<file path="src/rtl/aet_pkg.sv">
// ----------------------------------------------------------------------------
// aet_pkg
// Shared types, token codes and helpers for the expression tokenizer.
// ----------------------------------------------------------------------------
package aet_pkg;

  localparam int COUNT_BITS = 16;
  localparam int FIFO_DEPTH = 4;
  localparam int FIFO_PTR_BITS = (FIFO_DEPTH > 1) ? $clog2(FIFO_DEPTH) : 1;
  localparam int FIFO_CNT_BITS = $clog2(FIFO_DEPTH + 1);

  typedef logic [COUNT_BITS-1:0] count_t;
  typedef logic [FIFO_PTR_BITS-1:0] fifo_ptr_t;
  typedef logic [FIFO_CNT_BITS-1:0] fifo_cnt_t;

  localparam count_t COUNT_MAX = '1;
  localparam count_t COUNT_ONE = count_t'(1);

  localparam logic [2:0] KIND_NUMBER  = 3'd0;
  localparam logic [2:0] KIND_PLUS    = 3'd1;
  localparam logic [2:0] KIND_MINUS   = 3'd2;
  localparam logic [2:0] KIND_STAR    = 3'd3;
  localparam logic [2:0] KIND_SLASH   = 3'd4;
  localparam logic [2:0] KIND_END     = 3'd5;
  localparam logic [2:0] KIND_INVALID = 3'd6;

  localparam logic [7:0] CH_NUL     = 8'h00;
  localparam logic [7:0] CH_TAB     = 8'h09;
  localparam logic [7:0] CH_NEWLINE = 8'h0A;
  localparam logic [7:0] CH_CR      = 8'h0D;
  localparam logic [7:0] CH_SPACE   = 8'h20;
  localparam logic [7:0] CH_STAR    = 8'h2A;
  localparam logic [7:0] CH_PLUS    = 8'h2B;
  localparam logic [7:0] CH_MINUS   = 8'h2D;
  localparam logic [7:0] CH_SLASH   = 8'h2F;
  localparam logic [7:0] CH_ZERO    = 8'h30;
  localparam logic [7:0] CH_NINE    = 8'h39;

  typedef struct packed {
    logic [15:0] start;
    logic [15:0] length;
    logic [15:0] line;
    logic [15:0] column;
  } token_pos_t;

  typedef struct packed {
    logic       has_num;
    token_pos_t num;
    logic       has_op;
    logic [2:0] op_kind;
    token_pos_t op;
  } entry_t;

  typedef struct packed {
    logic empty;
    logic full;
  } fifo_status_t;

  function automatic logic [15:0] clip16(count_t v);
    logic [15:0] r;
    if (v > count_t'(17'h0FFFF)) begin
      r = 16'hFFFF;
    end else begin
      r = 16'(v);
    end
    return r;
  endfunction

  function automatic count_t sat_inc(count_t v);
    count_t r;
    if (v == COUNT_MAX) begin
      r = v;
    end else begin
      r = v + COUNT_ONE;
    end
    return r;
  endfunction

endpackage

</file>
<file path="src/rtl/aet_front.sv">
// ----------------------------------------------------------------------------
// aet_front
// Accepts source bytes, keeps position counters and builds token entries.
// ----------------------------------------------------------------------------
module aet_front (
  input  logic                 clk,
  input  logic                 rst,
  input  logic                 in_valid,
  output logic                 in_stall,
  input  logic [7:0]           ch,
  input  aet_pkg::fifo_status_t q_status,
  output logic                 push,
  output aet_pkg::entry_t      push_entry
);
  import aet_pkg::*;

  count_t byte_position;
  count_t line_count;
  count_t column_count;
  logic   in_number;
  count_t number_start;
  count_t number_line;
  count_t number_column;
  logic   halted;

  logic       accept;
  logic       active;
  logic       digit;
  logic       space;
  logic [2:0] op_kind;
  count_t     line_next;
  count_t     column_next;
  count_t     position_next;

  assign in_stall = q_status.full;
  assign accept   = in_valid && !in_stall;
  assign active   = accept && !halted;

  always_comb begin
    digit = (ch >= CH_ZERO) && (ch <= CH_NINE);
    space = (ch == CH_SPACE) || ((ch >= CH_TAB) && (ch <= CH_CR));
    case (ch)
      CH_PLUS:  op_kind = KIND_PLUS;
      CH_MINUS: op_kind = KIND_MINUS;
      CH_STAR:  op_kind = KIND_STAR;
      CH_SLASH: op_kind = KIND_SLASH;
      CH_NUL:   op_kind = KIND_END;
      default:  op_kind = KIND_INVALID;
    endcase
  end

  // counters after this byte
  always_comb begin
    if (ch == CH_NEWLINE) begin
      line_next   = sat_inc(line_count);
      column_next = COUNT_ONE;
    end else begin
      line_next   = line_count;
      column_next = sat_inc(column_count);
    end
    position_next = sat_inc(byte_position);
  end

  always_comb begin
    push_entry.has_num        = in_number && !digit;
    push_entry.num.start      = clip16(number_start);
    push_entry.num.length     = clip16(byte_position - number_start);
    push_entry.num.line       = clip16(number_line);
    push_entry.num.column     = clip16(number_column);
    push_entry.has_op         = !digit && !space;
    push_entry.op_kind        = op_kind;
    push_entry.op.start       = clip16(byte_position);
    push_entry.op.length      = (op_kind == KIND_END) ? 16'd0 : 16'd1;
    push_entry.op.line        = clip16(line_count);
    push_entry.op.column      = clip16(column_count);
  end

  assign push = active && (push_entry.has_num || push_entry.has_op);

  always_ff @(posedge clk) begin
    if (rst) begin
      byte_position <= '0;
      line_count    <= COUNT_ONE;
      column_count  <= COUNT_ONE;
      in_number     <= 1'b0;
      number_start  <= '0;
      number_line   <= COUNT_ONE;
      number_column <= COUNT_ONE;
      halted        <= 1'b0;
    end else if (active) begin
      if (digit) begin
        if (!in_number) begin
          in_number     <= 1'b1;
          number_start  <= byte_position;
          number_line   <= line_count;
          number_column <= column_count;
        end
      end else begin
        in_number <= 1'b0;
      end
      if (!digit && !space && (op_kind == KIND_END || op_kind == KIND_INVALID)) begin
        halted <= 1'b1;
      end else begin
        byte_position <= position_next;
        line_count    <= line_next;
        column_count  <= column_next;
      end
    end
  end

`ifndef NO_ASSERTIONS
  a_halt_sticky: assert property (@(posedge clk) disable iff (rst)
    halted |=> halted && $stable(byte_position))
    else $error("halted state left or position moved");
  a_no_push_halted: assert property (@(posedge clk) disable iff (rst)
    halted |-> !push)
    else $error("entry built after halt");
`endif

endmodule

</file>
<file path="src/rtl/aet_fifo.sv">
// ----------------------------------------------------------------------------
// aet_fifo
// Short entry queue between the byte front end and the token back end.
// ----------------------------------------------------------------------------
module aet_fifo (
  input  logic                  clk,
  input  logic                  rst,
  input  logic                  push,
  input  aet_pkg::entry_t       push_entry,
  input  logic                  pop,
  output aet_pkg::entry_t       head,
  output aet_pkg::fifo_status_t status
);
  import aet_pkg::*;

  entry_t    mem [FIFO_DEPTH];
  fifo_ptr_t wr_ptr;
  fifo_ptr_t rd_ptr;
  fifo_cnt_t count;

  function automatic fifo_ptr_t ptr_inc(fifo_ptr_t p);
    fifo_ptr_t r;
    if (p == fifo_ptr_t'(FIFO_DEPTH - 1)) begin
      r = '0;
    end else begin
      r = p + fifo_ptr_t'(1);
    end
    return r;
  endfunction

  assign status.empty = (count == '0);
  assign status.full  = (count == fifo_cnt_t'(FIFO_DEPTH));
  assign head         = mem[rd_ptr];

  always_ff @(posedge clk) begin
    if (push) begin
      mem[wr_ptr] <= push_entry;
    end
  end

  always_ff @(posedge clk) begin
    if (rst) begin
      wr_ptr <= '0;
      rd_ptr <= '0;
      count  <= '0;
    end else begin
      if (push) begin
        wr_ptr <= ptr_inc(wr_ptr);
      end
      if (pop) begin
        rd_ptr <= ptr_inc(rd_ptr);
      end
      if (push && !pop) begin
        count <= count + fifo_cnt_t'(1);
      end else if (pop && !push) begin
        count <= count - fifo_cnt_t'(1);
      end
    end
  end

`ifndef NO_ASSERTIONS
  a_no_overflow: assert property (@(posedge clk) disable iff (rst)
    status.full |-> !push)
    else $error("push into full queue");
  a_no_underflow: assert property (@(posedge clk) disable iff (rst)
    status.empty |-> !pop)
    else $error("pop from empty queue");
`endif

endmodule

</file>
<file path="src/rtl/aet_back.sv">
// ----------------------------------------------------------------------------
// aet_back
// Drains queued entries and presents one token per output transaction.
// ----------------------------------------------------------------------------
module aet_back (
  input  logic                  clk,
  input  logic                  rst,
  input  aet_pkg::fifo_status_t q_status,
  input  aet_pkg::entry_t       head,
  output logic                  pop,
  output logic                  out_valid,
  input  logic                  out_stall,
  output logic [2:0]            token_kind,
  output logic [15:0]           token_start,
  output logic [15:0]           token_length,
  output logic [15:0]           token_line,
  output logic [15:0]           token_column,
  output logic                  last_of_run
);
  import aet_pkg::*;

  logic num_done;
  logic load;
  logic send_num;

  assign load     = (!out_valid || !out_stall) && !q_status.empty;
  assign send_num = head.has_num && !num_done;
  assign pop      = load && !(send_num && head.has_op);

  always_ff @(posedge clk) begin
    if (rst) begin
      out_valid <= 1'b0;
      num_done  <= 1'b0;
    end else begin
      if (load) begin
        out_valid <= 1'b1;
        num_done  <= send_num && head.has_op;
      end else if (!out_stall) begin
        out_valid <= 1'b0;
      end
    end
  end

  always_ff @(posedge clk) begin
    if (load) begin
      if (send_num) begin
        token_kind   <= KIND_NUMBER;
        token_start  <= head.num.start;
        token_length <= head.num.length;
        token_line   <= head.num.line;
        token_column <= head.num.column;
        last_of_run  <= !head.has_op;
      end else begin
        token_kind   <= head.op_kind;
        token_start  <= head.op.start;
        token_length <= head.op.length;
        token_line   <= head.op.line;
        token_column <= head.op.column;
        last_of_run  <= 1'b1;
      end
    end
  end

`ifndef NO_ASSERTIONS
  a_end_is_last: assert property (@(posedge clk) disable iff (rst)
    (out_valid && token_kind == KIND_END) |-> last_of_run)
    else $error("end token not marked last");
`endif

endmodule

</file>
<file path="src/rtl/arith_expression_tokenizer_unit.sv">
// ----------------------------------------------------------------------------
// arith_expression_tokenizer_unit
// Byte-stream tokenizer for integer arithmetic expressions.
// ----------------------------------------------------------------------------
// One source byte is taken per cycle unless stalled. The front end classifies
// each byte and updates position, line and column, building one queue entry
// with up to two tokens; the back end sends one token per output transaction,
// so a byte that closes a number and is itself an operator yields two tokens.
// A four-entry queue between the two lets either side stall alone. Input stall
// rises only when that queue is full. After an end or invalid-character token
// all further bytes are accepted and dropped until reset.
module arith_expression_tokenizer_unit (
  input  logic        clk,
  input  logic        rst,
  input  logic        in_valid,
  output logic        in_stall,
  input  logic [7:0]  ch,
  output logic        out_valid,
  input  logic        out_stall,
  output logic [2:0]  token_kind,
  output logic [15:0] token_start,
  output logic [15:0] token_length,
  output logic [15:0] token_line,
  output logic [15:0] token_column,
  output logic        last_of_run
);
  import aet_pkg::*;

  logic         push;
  logic         pop;
  entry_t       push_entry;
  entry_t       head;
  fifo_status_t q_status;

  aet_front u_front (
    .clk        (clk),
    .rst        (rst),
    .in_valid   (in_valid),
    .in_stall   (in_stall),
    .ch         (ch),
    .q_status   (q_status),
    .push       (push),
    .push_entry (push_entry)
  );

  aet_fifo u_fifo (
    .clk        (clk),
    .rst        (rst),
    .push       (push),
    .push_entry (push_entry),
    .pop        (pop),
    .head       (head),
    .status     (q_status)
  );

  aet_back u_back (
    .clk          (clk),
    .rst          (rst),
    .q_status     (q_status),
    .head         (head),
    .pop          (pop),
    .out_valid    (out_valid),
    .out_stall    (out_stall),
    .token_kind   (token_kind),
    .token_start  (token_start),
    .token_length (token_length),
    .token_line   (token_line),
    .token_column (token_column),
    .last_of_run  (last_of_run)
  );

endmodule
</file>
<file path="config.mk">
export PLATFORM = sky130hd
export DESIGN_NAME = arith_expression_tokenizer_unit
export DESIGN_NICKNAME = d
export VERILOG_FILES = /design/src/rtl/aet_pkg.sv /design/src/rtl/aet_front.sv /design/src/rtl/aet_fifo.sv /design/src/rtl/aet_back.sv /design/src/rtl/arith_expression_tokenizer_unit.sv
export SDC_FILE = /design/constraint.sdc
export NUM_CORES = 1
export LEC_CHECK = 0
export BUFFER_PORTS_ARGS = -buffer_cell sky130_fd_sc_hd__buf_4
export CORE_MARGIN = 3
export CORE_UTILIZATION = 56
export CTS_CLUSTER_SIZE = 24
export DETAILED_ROUTE_END_ITERATION = 6
export GPL_TIMING_DRIVEN = 0
export MAX_ROUTING_LAYER = met4
export PLACE_DENSITY = 0.8
export REMOVE_ABC_BUFFERS = 1
export SYNTH_ARGS = -nofsm -noshare
export SYNTH_HDL_FRONTEND = slang
export SYNTH_SLANG_ARGS = --single-unit
</file>
<file path="constraint.sdc">
create_clock -name clk -period 5.72 [get_ports clk]
set_input_delay 0.858 -clock clk [delete_from_list [all_inputs] [get_ports clk]]
set_output_delay 0.858 -clock clk [all_outputs]
set_load 0.01 [all_outputs]
</file>
==> flow_metrics.tcl <==
set metrics [dict create \
    holdWs_ns 0.496 \
    relSlewSlack_pct 11.9 \
    die_h_um 219 \
    cts_resized 0 \
    dieArea_um2 48000 \
    tightestPinTransition_ns 1.32 \
    synth_top_flop_cell "edfxtp_1" \
    synthDistinctLibCells 58 \
    power.leakage_nw 9.21 \
    synthTopCellsByCount "edfxtp_1, nand2_1, mux4_2" \
    outcome "complete, no violations" \
    clock_sinks 649 \
    drt-total-wl_um 49200 \
    numCtsBuffers 60 \
    cts_tree "done" \
    p_int_mw 9.34 \
    placed_area_um2 27000 \
    max-vdd-ir-drop_mv 0.255 \
    final_layout_size_suffix_gt1_share_pct 23.6 \
    fin_nets 1634 \
    portBuffers 81 \
    n_fill_cell 2981 \
    synth_most_common_cell "edfxtp_1" \
    fin_ws_ns 1.89 \
    fin_area_um2 29000 \
    post_drt_wl_per_cell_um 21.9 \
    synth_seq_cells 649 \
    path_clk_slew_ns 0.06 \
    cts-root-buf "clkbuf_16" \
    cts_buffer_depth 3 \
    clock_latency_ns 0.61 \
    fin_skew_ns 0.0159 \
    setup_violations 0 \
    synth.area.top_cells "edfxtp_1, mux4_2, dfxtp_1" \
    drtAntennaViolNets 0 \
    p_sw_share_pct 25.4 \
    power.total_mw 12.5 \
    utilization_pct 65.1 \
    clkPwrFrac_pct 31.0 \
    yosysTopAreaCell "edfxtp_1" \
    cts_hold_buf 0 \
    cp-start-kind "register" \
    async_flop_share_pct 0 \
    fin_crit_ns 3.83 \
    hp-class "register to register" \
    h-tree-depth 2 \
    fin_cells 2244 \
    synth_edf_count 540 \
    syn2layout_area_growth_pct 14.0 \
    io_pins 82 \
    synthCells 1500 \
    period_share_pct 66.9 \
    criticalPathCategory "register to register" \
    required_ns 6.25 \
    drt_iter0_markers 1112 \
    antenna_found_initial 5 \
    dp_slack_ns 1.84 \
    initial_core_util_pct 57.1 \
    via_per_inst 6.01 \
    endpoint_kind "register" \
    grt_max_degree 109 \
    p_sw_mw 3.18 \
    gp_congestion 0.840 \
    dp_hpwl_um 28700 \
    seqPwrFrac_pct 48.0 \
    cts_setup_buffers 0 \
    synth_top_area_share_pct 63.8 \
    syn_avg_cell_area_um2 16.9 \
    ys_warn_count 0 \
    place_inst 2126 \
    vias 13500 \
    path_max_fanout 38 \
    timing.max_cap.violations 0 \
    arrival_ns 4.35 \
    power.density_nw_per_um2 432 \
    fin_setup_tns_ns 0 \
    syn_area_um2 25400 \
    drt-pass1-iter-count 5 \
    max_freq_mhz 261 \
    pwr-share-comb_pct 21.0 \
    rsz0062_at_grt "false" \
    coreArea_um2 44500 \
    die-width_um 219 \
    grt_pass1_vias 14000 \
    hold_violations 0 \
    slew_viol_final 0 \
    drc 0 \
    synth_seq_area_share_pct 72.4 \
    grtUsageTotal_pct 21.8 \
    fp-row-count 77 \
    grt_remaining_overflow 0 \
    grt_pass1_wl_um 78100 \
]
[final timing paths]
| kind | start | endpoint | slack, ns | cells past startpoint |
|---|---|---|---|---|
| max | register | u_fifo.count[2]$_SDFFE_PP0P_ | 1.89 | 10 |
| min reg2reg | u_fifo.rd_ptr[0]$_SDFFE_PP0P_ | register | 0.50 | 2 |
| max reg2reg | register | u_fifo.count[2]$_SDFFE_PP0P_ | 1.89 | 10 |
| min | u_fifo.rd_ptr[0]$_SDFFE_PP0P_ | register | 0.50 | 2 |
[power groups by stage]
stage / Combinational (mW) / Sequential, mW / Clock, mW
after floorplan: 1.57 / 6.35 / 0
after detailed placement: 2.67 / 6.12 / 0
after CTS: 2.69 / 6.03 / 3.96
after global routing: 2.83 / 6.07 / 4.15
after global placement: 2.75 / 6.41 / 0
final: 2.62 / 6.01 / 3.89
[final cells by class]
cell class                 instances  area [um2]  area share, %
antenna                            5        12.5         0.0432
clock buffer                      86        1750           6.05
clock inverter                    27         200          0.691
inverter                          31         116          0.401
multi-input combinational        750        6660           23.0
sequential                       649       18400           63.5
tap                              592         741           2.56
timing repair buffer             104        1100           3.79
[flip-flops by register name, summed over array words and instances, names as in the netlist, named ones only]
name and flops:
u_back.token_kind 3, u_back.num_done 1, u_fifo.rd_ptr 2, u_back.out_valid 1, u_fifo.count 3, u_back.last_of_run 1, u_front.line_count 16, u_front.number_line 16
u_front.halted 1, u_back.token_column 16, u_fifo.wr_ptr 2, u_front.column_count 16, u_back.token_length 16, u_front.in_number 1, u_back.token_start 16, u_front.number_start 16
u_back.token_line 16, u_front.byte_position 16, u_fifo.mem 472, u_front.number_column 16
[worst max-delay path, cell delays in order, from the launching register on]
cell	delay [ns]
dfxtp_4	0.90
mux4_2	0.38
nor2b_4	0.68
nand2_1	0.24
nand2_1	0.22
ha_1	0.21
inv_1	0.06
fa_1	0.37
xor2_1	0.18
or3_1	0.32
a21oi_1	0.15
[cells by family after synthesis]
family	Yosys count	synth area share [%]
flip-flops	649	72.4
buffers and inverters	101	1.60
XOR/XNOR	31	1.07
adder cells (fa/ha/maj)	26	1.34
AND/OR/NAND/NOR	355	6.89
AO/OA/AOI/OAI	166	3.89
multiplexers	172	12.8
[routing by layer]
| layer | wire length [um] | GRT usage, % | vias to the layer above |
|---|---|---|---|
| met2 | 25500 | 36.0 | 459 |
| met3 | 2910 | 3.30 | 105 |
| met5 | 0 | - | - |
| met1 | 19400 | 27.9 | 6871 |
| met4 | 1390 | 7.95 | 0 |
| li1 | - | - | 6052 |
[cell usage in the layout (no fill, tap or decap), drive strengths merged, types with 4 or more instances in the layout]
| master | count |
|---|---|
| diode | 5 |
| mux2i | 4 |
| xnor2 | 11 |
| clkbuf | 86 |
| nor4 | 4 |
| nand3b | 4 |
| a21oi | 94 |
| clkinv | 20 |
| and2 | 26 |
| ha | 24 |
| and3 | 13 |
| mux2 | 50 |
| nand3 | 29 |
| nand2 | 129 |
| or4 | 7 |
| inv | 33 |
| a31oi | 7 |
| a41oi | 5 |
| nor2b | 8 |
| o21a | 6 |
| dfxtp | 109 |
| o21ai | 30 |
| mux4 | 118 |
| nand4 | 22 |
| nor3 | 18 |
| or3 | 21 |
| edfxtp | 540 |
| xor2 | 20 |
| nand2b | 6 |
| nor2 | 60 |
| buf | 104 |
(Power assumes the default switching activity.)
